===== config.mk =====
export PLATFORM = sky130hd
export DESIGN_NAME = sorted_list_table_flat
export DESIGN_NICKNAME = d
export VERILOG_FILES = /design/src/hdl/slt_pkg.sv /design/src/hdl/slt_if.sv /design/src/hdl/sorted_list_table.sv /design/src/hdl/slt_mem.sv /design/src/hdl/slt_seq.sv /design/src/flat_wrapper.sv
export SDC_FILE = /design/constraint.sdc
export NUM_CORES = 1
export LEC_CHECK = 0
export ABC_CLOCK_PERIOD_IN_PS = 11750
export BUFFER_PORTS_ARGS = -buffer_cell sky130_fd_sc_hd__buf_2
export CORE_MARGIN = 3
export CORE_UTILIZATION = 43
export CTS_CLUSTER_DIAMETER = 200
export DETAILED_ROUTE_END_ITERATION = 10
export PLACE_DENSITY = 0.56
export SLEW_MARGIN = 5
export SYNTH_ARGS = -nofsm -noshare
export SYNTH_HDL_FRONTEND = slang
export SYNTH_SLANG_ARGS = --single-unit

===== constraint.sdc =====
create_clock -name clk -period 11.75 [get_ports clk]
set_input_delay 2.9375 -clock clk [delete_from_list [all_inputs] [get_ports clk]]
set_output_delay 2.9375 -clock clk [all_outputs]
set_load 0.005 [all_outputs]

===== src/hdl/slt_pkg.sv =====
package slt_pkg;

    localparam int CAPACITY = 16;
    localparam int CNT_W    = $clog2(CAPACITY + 1);
    localparam int ADDR_W   = (CAPACITY > 1) ? $clog2(CAPACITY) : 1;
    localparam int VAL_W    = 32;

    localparam logic [2:0] ACT_INSERT = 3'd0;
    localparam logic [2:0] ACT_SEARCH = 3'd1;
    localparam logic [2:0] ACT_DELETE = 3'd2;
    localparam logic [2:0] ACT_SHOW   = 3'd3;
    localparam logic [2:0] ACT_CLEAR  = 3'd4;

    typedef enum logic [1:0] {
        ST_OK        = 2'd0,
        ST_NOT_FOUND = 2'd1,
        ST_FULL      = 2'd2,
        ST_EMPTY     = 2'd3
    } status_t;

    typedef enum logic [3:0] {
        S_IDLE,
        S_INS_RD,
        S_INS_CMP,
        S_INS_PUT,
        S_SCAN_RD,
        S_SCAN_CMP,
        S_DEL_RD,
        S_DEL_WR,
        S_EMIT_RD,
        S_EMIT_OUT,
        S_OUT
    } seq_state_t;

    typedef struct packed {
        logic                    we;
        logic [ADDR_W-1:0]       waddr;
        logic signed [VAL_W-1:0] wdata;
        logic [ADDR_W-1:0]       raddr;
    } mem_req_t;

    typedef struct packed {
        logic                    load;
        logic signed [VAL_W-1:0] value;
        status_t                 status;
        logic                    last;
    } emit_t;

endpackage


===== src/hdl/slt_if.sv =====
interface slt_in_if;
    import slt_pkg::*;

    logic                    valid;
    logic                    ready;
    logic [2:0]              action;
    logic signed [VAL_W-1:0] value;

    modport source (output valid, output action, output value, input ready);
    modport sink   (input valid, input action, input value, output ready);
endinterface

interface slt_out_if;
    import slt_pkg::*;

    logic                    valid;
    logic                    ready;
    logic signed [VAL_W-1:0] value_res;
    logic [1:0]              status;
    logic                    last;

    modport source (output valid, output value_res, output status, output last, input ready);
    modport sink   (input valid, input value_res, input status, input last, output ready);
endinterface


===== src/hdl/sorted_list_table.sv =====
// Sorted table of up to CAPACITY signed 32-bit values held in one RAM with a registered read
// and a separate write port; one sequencer with a shared compare unit walks the entries, with
// a read state and a compare state per entry visited. Insert into an empty or a full table is
// settled on acceptance; else insert walks down from the top, moving each entry at or above
// the new value up one slot, then writes the new value in the gap. Search reads from the front
// up to the match or the first larger entry; delete finds the entry the same way, then moves
// each later entry down one slot; show and clear read every entry; an output stall holds the
// sequencer. Each item is finished, with its last result loaded into the output register,
// before the next item is accepted. Insert, search and delete give one result echoing the
// operand; show and clear give one result per entry in ascending order, or one empty result
// with value 0 when the table is empty. Action codes 5 to 7 are taken and dropped without a
// result.
module sorted_list_table
    import slt_pkg::*;
(
    input  logic             clk,
    input  logic             rst_n,
    slt_in_if.sink           in_ch,
    slt_out_if.source        out_ch
);

    emit_t                   emit;
    mem_req_t                mem_req;
    logic signed [VAL_W-1:0] rd_data;
    logic                    out_free;

    logic                    out_valid_reg;
    logic signed [VAL_W-1:0] out_value_reg;
    status_t                 out_status_reg;
    logic                    out_last_reg;

    assign out_free = !out_valid_reg || out_ch.ready;

    slt_seq u_seq (
        .clk      (clk),
        .rst_n    (rst_n),
        .in_valid (in_ch.valid),
        .in_ready (in_ch.ready),
        .action   (in_ch.action),
        .value    (in_ch.value),
        .out_free (out_free),
        .emit     (emit),
        .mem_req  (mem_req),
        .rd_data  (rd_data)
    );

    slt_mem u_mem (
        .clk     (clk),
        .req     (mem_req),
        .rd_data (rd_data)
    );

    // output register
    always_ff @(posedge clk or negedge rst_n)
    begin
        if (!rst_n)
        begin
            out_valid_reg <= 1'b0;
        end
        else if (out_free)
        begin
            out_valid_reg <= emit.load;
        end
    end

    always_ff @(posedge clk)
    begin
        if (emit.load)
        begin
            out_value_reg  <= emit.value;
            out_status_reg <= emit.status;
            out_last_reg   <= emit.last;
        end
    end

    assign out_ch.valid     = out_valid_reg;
    assign out_ch.value_res = out_value_reg;
    assign out_ch.status    = out_status_reg;
    assign out_ch.last      = out_last_reg;

endmodule


===== src/hdl/slt_mem.sv =====
module slt_mem
    import slt_pkg::*;
(
    input  logic                    clk,
    input  mem_req_t                req,
    output logic signed [VAL_W-1:0] rd_data
);

    logic signed [VAL_W-1:0] mem [CAPACITY];

    always_ff @(posedge clk)
    begin
        if (req.we)
        begin
            mem[req.waddr] <= req.wdata;
        end
        rd_data <= mem[req.raddr];
    end

endmodule


===== src/hdl/slt_seq.sv =====
module slt_seq
    import slt_pkg::*;
(
    input  logic                    clk,
    input  logic                    rst_n,
    input  logic                    in_valid,
    output logic                    in_ready,
    input  logic [2:0]              action,
    input  logic signed [VAL_W-1:0] value,
    input  logic                    out_free,
    output emit_t                   emit,
    output mem_req_t                mem_req,
    input  logic signed [VAL_W-1:0] rd_data
);

    seq_state_t              state_reg, state_next;
    logic [CNT_W-1:0]        idx_reg, idx_next;
    logic [CNT_W-1:0]        count_reg, count_next;
    logic [2:0]              act_reg, act_next;
    logic signed [VAL_W-1:0] val_reg, val_next;
    status_t                 status_reg, status_next;

    logic [CNT_W-1:0] idx_dec;
    logic [CNT_W-1:0] idx_inc;
    logic             last_idx;
    logic             lt;
    logic             eq;

    // shared compare unit: stored entry against operand
    assign lt       = rd_data < val_reg;
    assign eq       = rd_data == val_reg;
    assign idx_dec  = idx_reg - CNT_W'(1);
    assign idx_inc  = idx_reg + CNT_W'(1);
    assign last_idx = idx_inc == count_reg;

    always_ff @(posedge clk or negedge rst_n)
    begin
        if (!rst_n)
        begin
            state_reg <= S_IDLE;
            count_reg <= '0;
        end
        else
        begin
            state_reg <= state_next;
            count_reg <= count_next;
        end
    end

    always_ff @(posedge clk)
    begin
        idx_reg    <= idx_next;
        act_reg    <= act_next;
        val_reg    <= val_next;
        status_reg <= status_next;
    end

    always_comb
    begin
        state_next    = state_reg;
        idx_next      = idx_reg;
        count_next    = count_reg;
        act_next      = act_reg;
        val_next      = val_reg;
        status_next   = status_reg;
        in_ready      = state_reg == S_IDLE;
        mem_req.we    = 1'b0;
        mem_req.waddr = idx_reg[ADDR_W-1:0];
        mem_req.wdata = val_reg;
        mem_req.raddr = idx_reg[ADDR_W-1:0];
        emit.load     = 1'b0;
        emit.value    = rd_data;
        emit.status   = ST_OK;
        emit.last     = 1'b0;

        unique case (state_reg)
            S_IDLE:
            begin
                if (in_valid)
                begin
                    act_next    = action;
                    val_next    = value;
                    idx_next    = '0;
                    status_next = ST_OK;
                    unique case (action)
                        ACT_INSERT:
                        begin
                            if (count_reg == CNT_W'(CAPACITY))
                            begin
                                status_next = ST_FULL;
                                state_next  = S_OUT;
                            end
                            else if (count_reg == '0)
                            begin
                                mem_req.we    = 1'b1;
                                mem_req.waddr = '0;
                                mem_req.wdata = value;
                                count_next    = count_reg + CNT_W'(1);
                                state_next    = S_OUT;
                            end
                            else
                            begin
                                idx_next   = count_reg;
                                state_next = S_INS_RD;
                            end
                        end
                        ACT_SEARCH, ACT_DELETE:
                        begin
                            if (count_reg == '0)
                            begin
                                status_next = ST_NOT_FOUND;
                                state_next  = S_OUT;
                            end
                            else
                            begin
                                state_next = S_SCAN_RD;
                            end
                        end
                        ACT_SHOW, ACT_CLEAR:
                        begin
                            if (count_reg == '0)
                            begin
                                val_next    = '0;
                                status_next = ST_EMPTY;
                                state_next  = S_OUT;
                            end
                            else
                            begin
                                state_next = S_EMIT_RD;
                            end
                        end
                        default:
                        begin
                            state_next = S_IDLE;
                        end
                    endcase
                end
            end
            S_INS_RD:
            begin
                mem_req.raddr = idx_dec[ADDR_W-1:0];
                state_next    = S_INS_CMP;
            end
            S_INS_CMP:
            begin
                mem_req.we = 1'b1;
                if (!lt)
                begin
                    // move entry up one slot
                    mem_req.wdata = rd_data;
                    idx_next      = idx_dec;
                    state_next    = (idx_reg == CNT_W'(1)) ? S_INS_PUT : S_INS_RD;
                end
                else
                begin
                    count_next = count_reg + CNT_W'(1);
                    state_next = S_OUT;
                end
            end
            S_INS_PUT:
            begin
                mem_req.we = 1'b1;
                count_next = count_reg + CNT_W'(1);
                state_next = S_OUT;
            end
            S_SCAN_RD:
            begin
                state_next = S_SCAN_CMP;
            end
            S_SCAN_CMP:
            begin
                if (eq)
                begin
                    if (act_reg == ACT_SEARCH)
                    begin
                        state_next = S_OUT;
                    end
                    else if (last_idx)
                    begin
                        count_next = count_reg - CNT_W'(1);
                        state_next = S_OUT;
                    end
                    else
                    begin
                        idx_next   = idx_inc;
                        state_next = S_DEL_RD;
                    end
                end
                else if (!lt || last_idx)
                begin
                    status_next = ST_NOT_FOUND;
                    state_next  = S_OUT;
                end
                else
                begin
                    idx_next   = idx_inc;
                    state_next = S_SCAN_RD;
                end
            end
            S_DEL_RD:
            begin
                state_next = S_DEL_WR;
            end
            S_DEL_WR:
            begin
                // move entry down one slot
                mem_req.we    = 1'b1;
                mem_req.waddr = idx_dec[ADDR_W-1:0];
                mem_req.wdata = rd_data;
                if (last_idx)
                begin
                    count_next = count_reg - CNT_W'(1);
                    state_next = S_OUT;
                end
                else
                begin
                    idx_next   = idx_inc;
                    state_next = S_DEL_RD;
                end
            end
            S_EMIT_RD:
            begin
                state_next = S_EMIT_OUT;
            end
            S_EMIT_OUT:
            begin
                if (out_free)
                begin
                    emit.load = 1'b1;
                    emit.last = last_idx;
                    if (last_idx)
                    begin
                        if (act_reg == ACT_CLEAR)
                        begin
                            count_next = '0;
                        end
                        state_next = S_IDLE;
                    end
                    else
                    begin
                        idx_next   = idx_inc;
                        state_next = S_EMIT_RD;
                    end
                end
            end
            S_OUT:
            begin
                emit.value  = val_reg;
                emit.status = status_reg;
                emit.last   = 1'b1;
                if (out_free)
                begin
                    emit.load  = 1'b1;
                    state_next = S_IDLE;
                end
            end
            default:
            begin
                state_next = S_IDLE;
            end
        endcase
    end

endmodule


===== src/flat_wrapper.sv =====
// flat-port wrapper written by rule: the top's interface ports become plain ports
module sorted_list_table_flat import slt_pkg::*;
  (clk, rst_n, in_ch_valid, in_ch_action, in_ch_value, in_ch_ready, out_ch_valid, out_ch_value_res, out_ch_status, out_ch_last, out_ch_ready);
  slt_in_if in_ch_i ();
  slt_out_if out_ch_i ();
  input  logic clk;
  input  logic rst_n;
  input wire logic [$bits(in_ch_i.valid)-1:0] in_ch_valid;
  input wire logic [$bits(in_ch_i.action)-1:0] in_ch_action;
  input wire logic [$bits(in_ch_i.value)-1:0] in_ch_value;
  output wire logic [$bits(in_ch_i.ready)-1:0] in_ch_ready;
  output wire logic [$bits(out_ch_i.valid)-1:0] out_ch_valid;
  output wire logic [$bits(out_ch_i.value_res)-1:0] out_ch_value_res;
  output wire logic [$bits(out_ch_i.status)-1:0] out_ch_status;
  output wire logic [$bits(out_ch_i.last)-1:0] out_ch_last;
  input wire logic [$bits(out_ch_i.ready)-1:0] out_ch_ready;
  assign in_ch_i.valid = in_ch_valid;
  assign in_ch_i.action = in_ch_action;
  assign in_ch_i.value = in_ch_value;
  assign in_ch_ready = in_ch_i.ready;
  assign out_ch_valid = out_ch_i.valid;
  assign out_ch_value_res = out_ch_i.value_res;
  assign out_ch_status = out_ch_i.status;
  assign out_ch_last = out_ch_i.last;
  assign out_ch_i.ready = out_ch_ready;
  sorted_list_table u_core (.clk(clk), .rst_n(rst_n), .in_ch(in_ch_i), .out_ch(out_ch_i));
endmodule

==> results of run 1 <==
[synth_stat cells, drive strengths merged, types with 3 or more instances]
library cell	number
and3	6
or3	3
nor2	53
a21oi	64
o21ai	29
xor2	6
nor2b	37
dfrtp	10
a21o	19
ha	38
a22o	5
nand2b	3
or2	3
mux4	160
a32oi	3
and4	3
dfxtp	32
and2	7
a31oi	19
a22oi	3
nand4	11
nand3	13
nor4	6
a41oi	4
nor3	14
edfxtp	589
a221o	17
a221oi	3
o22ai	3
nand2	40
inv	43
buf	32
mux2	36
o211ai	3
xnor2	13
clkbuf	50
[worst paths after layout]
kind	start	end	depth (start not counted)
min	u_core.u_seq.status_reg[1]$_SDFFCE_PP0P_	u_core.out_ch.status[1]$_SDFFCE_PN0P_	1
max reg2reg	u_core.u_seq.val_reg[15]$_DFFE_PP_	u_core.u_mem.mem[12][18]$_DFFE_PP_	10
max	in_ch_action[2]	u_core.u_mem.mem[1][22]$_DFFE_PP_	10
min reg2reg	u_core.u_seq.status_reg[1]$_SDFFCE_PP0P_	u_core.out_ch.status[1]$_SDFFCE_PN0P_	1
max in group asynchronous	rst_n	u_core.u_seq.count_reg[2]$_DFFE_PN0P_	1
min in group asynchronous	rst_n	u_core.u_seq.state_reg[0]$_DFFE_PN0P_	1
[stage by stage]
stage          utilization, %  power [uW]
2_1_floorplan               -        5199
3_3_place_gp            46.28        6040
3_5_place_dp            46.28        6074
4_1_cts                 50.11        8272
5_1_grt                 50.11        8581
6_report                50.11        8186
[kinds of logic after synthesis]
group	synth area share, %
compound gates	4.905
mux	15.35
xor+xnor	0.6371
fa+ha+maj	1.897
simple gates	4.120
buf+inv	1.969
flops	71.12
[cells in the final DEF, fill, tap and decap left out, drive strengths merged, types with 4 or more instances in the layout]
master,count
clkbuf,95
o21ai,29
edfxtp,589
nor3,14
nor4,6
clkinv,18
mux4,160
nor2b,37
a22o,5
bufinv,8
dfrtp,10
a21oi,64
and2,7
a221o,17
nand4,11
buf,110
nand2,40
nor2,53
inv,48
nand3,13
a21o,19
dfxtp,32
and3,6
ha,38
a31oi,19
xnor2,13
xor2,6
a41oi,4
mux2,36
[metal layers]
| layer | track usage [%] | share of wire, % | up-vias |
|---|---|---|---|
| li1 | - | - | 5942 |
| met1 | 31.18 | 44 | 7339 |
| met2 | 33.95 | 47 | 511 |
| met3 | 3.283 | 5.8 | 118 |
| met4 | 6.938 | 2.5 | 0 |
| met5 | 0 | 0 | - |
[power by group]
| part | internal (uW) | total [uW] | switching (uW) |
|---|---|---|---|
| clock | 1320 | 2190 | 871 |
| sequential | 3030 | 3200 | 173 |
| combinational | 1220 | 2790 | 1570 |
| total | 5570 | 8190 | 2620 |
[critical path, cell delays in order]
cell and delay [ns]:
buf_2 0.14, or3_1 0.47, or4b_1 0.59, a21oi_4 0.17
buf_4 0.54, nand2_1 0.29, and4_1 0.28, a31oi_2 0.49
nor2_4 0.23, buf_4 0.40
[final cells by class]
type | instances | area (um^2) | area share, %
flip-flops and latches | 631 | 18580 | 62.23
multi-input cells | 652 | 7228 | 24.21
clock buffers | 95 | 1907 | 6.387
well taps | 773 | 967.2 | 3.240
repair buffers | 110 | 638.1 | 2.137
clock inverters | 31 | 374.1 | 1.253
inverters | 43 | 161.4 | 0.5407
==> impl_metrics.tcl, run 1 <==
set metrics [dict create \
    synth_top_area_cell "edfxtp_1" \
    post_cts_resized 0 \
    slew_viol_final 0 \
    hold_buffers 0 \
    drt_wl_total_um 67550 \
    rsz0062_at_grt "no" \
    ant_nets 0 \
    drc 0 \
    nets 1585 \
    synth_ff_type "edfxtp_1" \
    rows 89 \
    fillerInstances 4814 \
    timing.final.ws_setup_ns 5.461 \
    cts.sinks 631 \
    syn_nets 1486 \
    grt_max_degree 55 \
    cts_buffers 69 \
    relSlewSlack_pct 16.44 \
    gp_congestion 0.8524 \
    dpl_cell_area_um2 27570 \
    synthToLayoutAreaGrowth_pct 14.29 \
    die_width_um 252.5 \
    grt_pass1_wl_um 98680 \
    cts_tree "done" \
    drv_cap 0 \
    path_class "primary input to flop" \
    first_pass_iters 8 \
    dp_hpwl_um 38670 \
    finalHoldViolCount 0 \
    status "completed" \
    cts_root_buf "clkbuf_16" \
    dieHeight_um 252.5 \
    start_util_pct 43.84 \
    final_area_um2 29850 \
    core_region_area_um2 59580 \
    largest_reg_flops 512 \
    fin_crit_ns 6.289 \
    hold_path_class "flop to flop" \
    dp_cells 2209 \
    cp_max_fo 30 \
    htree_levels 3 \
    first_global_vias 14252 \
    stdcell_count 2335 \
    drt_iter0_drc 1477 \
    synth_edf_count 589 \
    yosysUniqueCellTypes 66 \
    syn_area_per_cell_um2 18.55 \
    post-cts-setup-buffers 0 \
    ioPinCount 76 \
    max_slew.worst_pin.slew_ns 1.244 \
    period_share_pct 53.53 \
    worst_setup_path_start_kind "primary input" \
    setup_viol 0 \
    overflow 0 \
    clock_path_buffers 3 \
    pre_cts_ws_ns 4.878 \
    dieArea_um2 63740 \
    cp.required_ns 12.04 \
    clk_pin_slew_ns 0.06 \
    synth_top_area_share_pct 67.71 \
    ff2ff_setup_slack_ns 6.60 \
    portBuffers 75 \
    antennaDiodeCount 0 \
    worst_clock_skew_ns 0.01896 \
    vias 13910 \
    ys_seq_area_share_pct 71.12 \
    drt-wirelength-per-cell_um 28.93 \
    antenna_found_initial 1 \
    drive_gt1_share_pct 28.49 \
    synthArstFlopShare_pct 1.585 \
    clk_latency_ns 0.61 \
    synth_cells 1408 \
    cp-end-kind "flop" \
    vdd_drop_max_uv 151.5 \
    top_register "u_core.u_mem.mem" \
    p_leak_uw 0.009977 \
    yosys_warnings 0 \
    synthTopCellsByArea "edfxtp_1 (68%), mux4_2 (14%), dfxtp_1 (2.5%)" \
    via_per_inst 5.957 \
    arrival_ns 6.58 \
    track_usage_pct 21.54 \
    ys_seq_elements 631 \
    holdWs_ns 0.5169 \
    fmax_mhz 159.0 \
    mappedNetlistArea_um2 26120 \
    fin_setup_tns_ns 0 \
    p_per_area_nw_per_um2 274.2 \
]
Power figures use the tool's default switching activity.
==> run 2, diff against run 1 <==
--- a/config.mk
+++ b/config.mk
@@ -5,13 +5,14 @@
 export SDC_FILE = /design/constraint.sdc
 export NUM_CORES = 1
 export LEC_CHECK = 0
-export ABC_CLOCK_PERIOD_IN_PS = 11750
+export ABC_AREA = 1
+export ABC_CLOCK_PERIOD_IN_PS = 5100
 export BUFFER_PORTS_ARGS = -buffer_cell sky130_fd_sc_hd__buf_2
 export CORE_MARGIN = 3
 export CORE_UTILIZATION = 43
 export CTS_CLUSTER_DIAMETER = 200
 export DETAILED_ROUTE_END_ITERATION = 10
-export PLACE_DENSITY = 0.56
+export PLACE_DENSITY = 0.58
 export SLEW_MARGIN = 5
 export SYNTH_ARGS = -nofsm -noshare
 export SYNTH_HDL_FRONTEND = slang
==> constraint.sdc (replaced) <==
create_clock -name clk -period 5.1 [get_ports clk]
set_input_delay 1.275 -clock clk [delete_from_list [all_inputs] [get_ports clk]]
set_output_delay 1.275 -clock clk [all_outputs]
set_load 0.005 [all_outputs]
==> run 2 against run 1 <==
Area after synthesis rose by 1.8%. Core utilization barely moved. Register-to-register slack got worse by 5.3 ns. Worst setup slack got worse by 4.2 ns. Sequential cell count did not move. Sequential power rose by 140%. First-iteration DRC count rose by 25%. Count of clock-buffer cells in the layout fell by 5. Power rose to 2.7 times the previous value. Largest power group is now combinational logic.
==> impl_metrics.tcl, run 2 <==
set metrics [dict create \
    dieArea_um2 64870 \
    synthToLayoutAreaGrowth_pct 14.50 \
    track_usage_pct 21.49 \
    crit_start "in_ch_action[1]" \
    cpPeakStageDelay_ns 0.57 \
    critPathSlowestCell "nor2_4" \
    final_area_um2 30450 \
    cts_root_buf "clkbuf_16" \
    setup_viol 0 \
    p_per_area_nw_per_um2 718.0 \
    drt_iter0_drc 1851 \
    synth_ff_type "edfxtp_1" \
    drive_gt1_share_pct 11.38 \
    synth_edf_count 589 \
    cts.sinks 631 \
    synth_top_area_share_pct 66.51 \
    dpl_cell_area_um2 28240 \
    cp.required_ns 5.40 \
    post-cts-setup-buffers 0 \
    nets 2466 \
    dp_hpwl_um 42910 \
    fillerInstances 5326 \
    mostFrequentLayoutCell "edfxtp_1" \
    p_leak_uw 0.01084 \
    cp_num_cells 13 \
    ys_seq_elements 631 \
    ys_seq_area_share_pct 69.86 \
    rr_worst_depth 13 \
    r2r_end "u_core.u_mem.mem[5][9]$_DFFE_PP_" \
    cp_common_cell "nor2_1" \
    portBuffers 75 \
    synth_top_area_cell "edfxtp_1" \
    first_pass_iters 6 \
    post_cts_resized 0 \
    cts_tree "done" \
    drc 0 \
    status "completed" \
    finalHoldViolCount 0 \
    hold_buffers 0 \
    mappedNetlistArea_um2 26590 \
    die_width_um 254.7 \
    hold_path_class "primary input to async pin" \
    yosysUniqueCellTypes 42 \
    relSlewSlack_pct 18.86 \
    start_util_pct 43.73 \
    top_register "u_core.u_mem.mem" \
    endpoint "u_core.u_mem.mem[5][9]$_DFFE_PP_" \
    synth_common_cells "edfxtp_1 (589), nor2_1 (481), o21ai_0 (319)" \
    synthArstFlopShare_pct 1.585 \
    rr_startpoint "u_core.u_seq.count_reg[0]$_DFFE_PN0P_" \
    clock_path_buffers 3 \
    worst_setup_path_start_kind "primary input" \
    period_share_pct 76.12 \
    core_region_area_um2 60810 \
    grt_max_degree 257 \
    largest_reg_flops 512 \
    grt_pass1_wl_um 105900 \
    timing.critical_path.cells "buf_2 -> nor2_1 -> nand2_1 -> inv_1 -> nand3_1 -> nor2_1 -> nor2_1 -> inv_1 -> o22ai_1 -> a21oi_1 -> nand2_1 -> nor2_4 -> buf_12" \
    syn_area_per_cell_um2 11.56 \
    synth_cells 2301 \
    antenna_found_initial 2 \
    clk_pin_slew_ns 0.06 \
    gp_congestion 0.8974 \
    cts_buffers 70 \
    rows 90 \
    ant_nets 0 \
    fin_setup_tns_ns 0 \
    cp-end-kind "flop" \
    slew_viol_final 0 \
    ff2ff_setup_slack_ns 1.31 \
    yosysMostFrequentCell "edfxtp_1" \
    ioPinCount 76 \
    path_buf_inv 4 \
    drt_wl_total_um 69570 \
    htree_levels 3 \
    cp_top_family "simple AND/OR/NAND/NOR gates" \
    yosys_warnings 0 \
    drv_cap 0 \
    vdd_drop_max_uv 505.3 \
    max_slew.worst_pin.slew_ns 1.214 \
    fin_crit_ns 3.882 \
    layout_common_cells "edfxtp_1 (589), nor2_1 (463), o21ai_0 (319), nand2_1 (245), o211ai_1 (155)" \
    synthTopCellsByArea "edfxtp_1 (67%), nor2_1 (6.8%), o21ai_0 (6.0%)" \
    dieHeight_um 254.7 \
    overflow 0 \
    syn_nets 2379 \
    first_global_vias 17243 \
    drt-wirelength-per-cell_um 21.56 \
    cp_max_fo 18 \
    clk_latency_ns 0.60 \
    worst_clock_skew_ns 0.01954 \
    arrival_ns 4.18 \
    vias 18005 \
    via_per_inst 5.581 \
    path_class "primary input to flop" \
    fmax_mhz 257.6 \
    rsz0062_at_grt "no" \
]
-- run 2: logic make-up (layout without fill, tap and decap cells) --
logic type / count (synthesis) / in the layout / share of synthesized area, %
AO/OA/AOI/OAI: 564 / 564 / 12.29
XOR/XNOR: 10 / 10 / 0.3999
adder cells (fa/ha/maj): 39 / 39 / 1.863
buffers and inverters: 254 / 396 / 3.740
flip-flops: 631 / 631 / 69.86
other: 0 / 1 / 0
AND/OR/NAND/NOR: 803 / 803 / 11.85
-- run 2: layout make-up --
class                           instances  area, um^2  share of cell area (%)
Timing Repair Buffer                  141        1008                   3.312
Multi-Input combinational cell       1416        7189                   23.61
Tap cell                              782       978.4                   3.213
Antenna cell                            1       2.502                0.008218
Sequential cell                       631       18580                   61.01
Inverter                              128       486.7                   1.598
Clock buffer                           90        1909                   6.271
Clock inverter                         37       296.5                  0.9739
-- run 2: how the worst min path moves through the flow --
stage                                                  endpoint  slack (ns)  cells past startpoint
after CTS                 u_core.u_seq.state_reg[3]$_DFFE_PN0P_        0.50                      1
after floorplan           u_core.u_seq.count_reg[0]$_DFFE_PN0P_        0.47                      2
after global routing      u_core.u_seq.state_reg[0]$_DFFE_PN0P_        0.52                      1
after global placement    u_core.out_ch.status[1]$_SDFFCE_PN0P_        0.54                      2
final                     u_core.u_seq.state_reg[2]$_DFFE_PN0P_        0.52                      1
after detailed placement  u_core.u_seq.count_reg[0]$_DFFE_PN0P_        0.56                      2
-- run 2: worst register-to-register path, cell delays in order (launching register included) --
cell and delay [ns]:
dfrtp_1 0.42, inv_1 0.22, nand4_1 0.26, nor2_1 0.17
buf_4 0.17, nand3_1 0.16, nor2_1 0.41, nor2_1 0.12
inv_1 0.13, o22ai_1 0.12, a21oi_1 0.23, nand2_1 0.28
nor2_4 0.57, buf_12 0.25
-- run 2: per-stage QoR --
stage,worst slack (ns),power (uW),hold WS [ns],util (%),std cells
floorplan,0.8385,13390,0.4742,-,2301
global placement,0.7265,16960,0.5428,46.44,3098
detailed placement,0.6727,17100,0.5551,46.44,3098
CTS,1.299,21980,0.5016,50.07,3225
global route,1.013,23280,0.5228,50.07,3225
finish,1.218,21860,0.5197,50.07,3226
-- run 2: metal layers --
layer | share of wire [%] | vias up | global-route usage, %
li1 | - | 8379 | -
met1 | 45 | 8863 | 31.29
met2 | 46 | 653 | 33.45
met3 | 7.0 | 110 | 3.375
met4 | 2.3 | 0 | 6.532
met5 | 0 | - | 0
-- run 2: power by group --
group / internal [uW] / total (uW) / switching (uW)
sequential: 7380 / 7720 / 340
combinational: 2460 / 9280 / 6820
clock: 2850 / 4860 / 2000
total: 12700 / 21900 / 9170
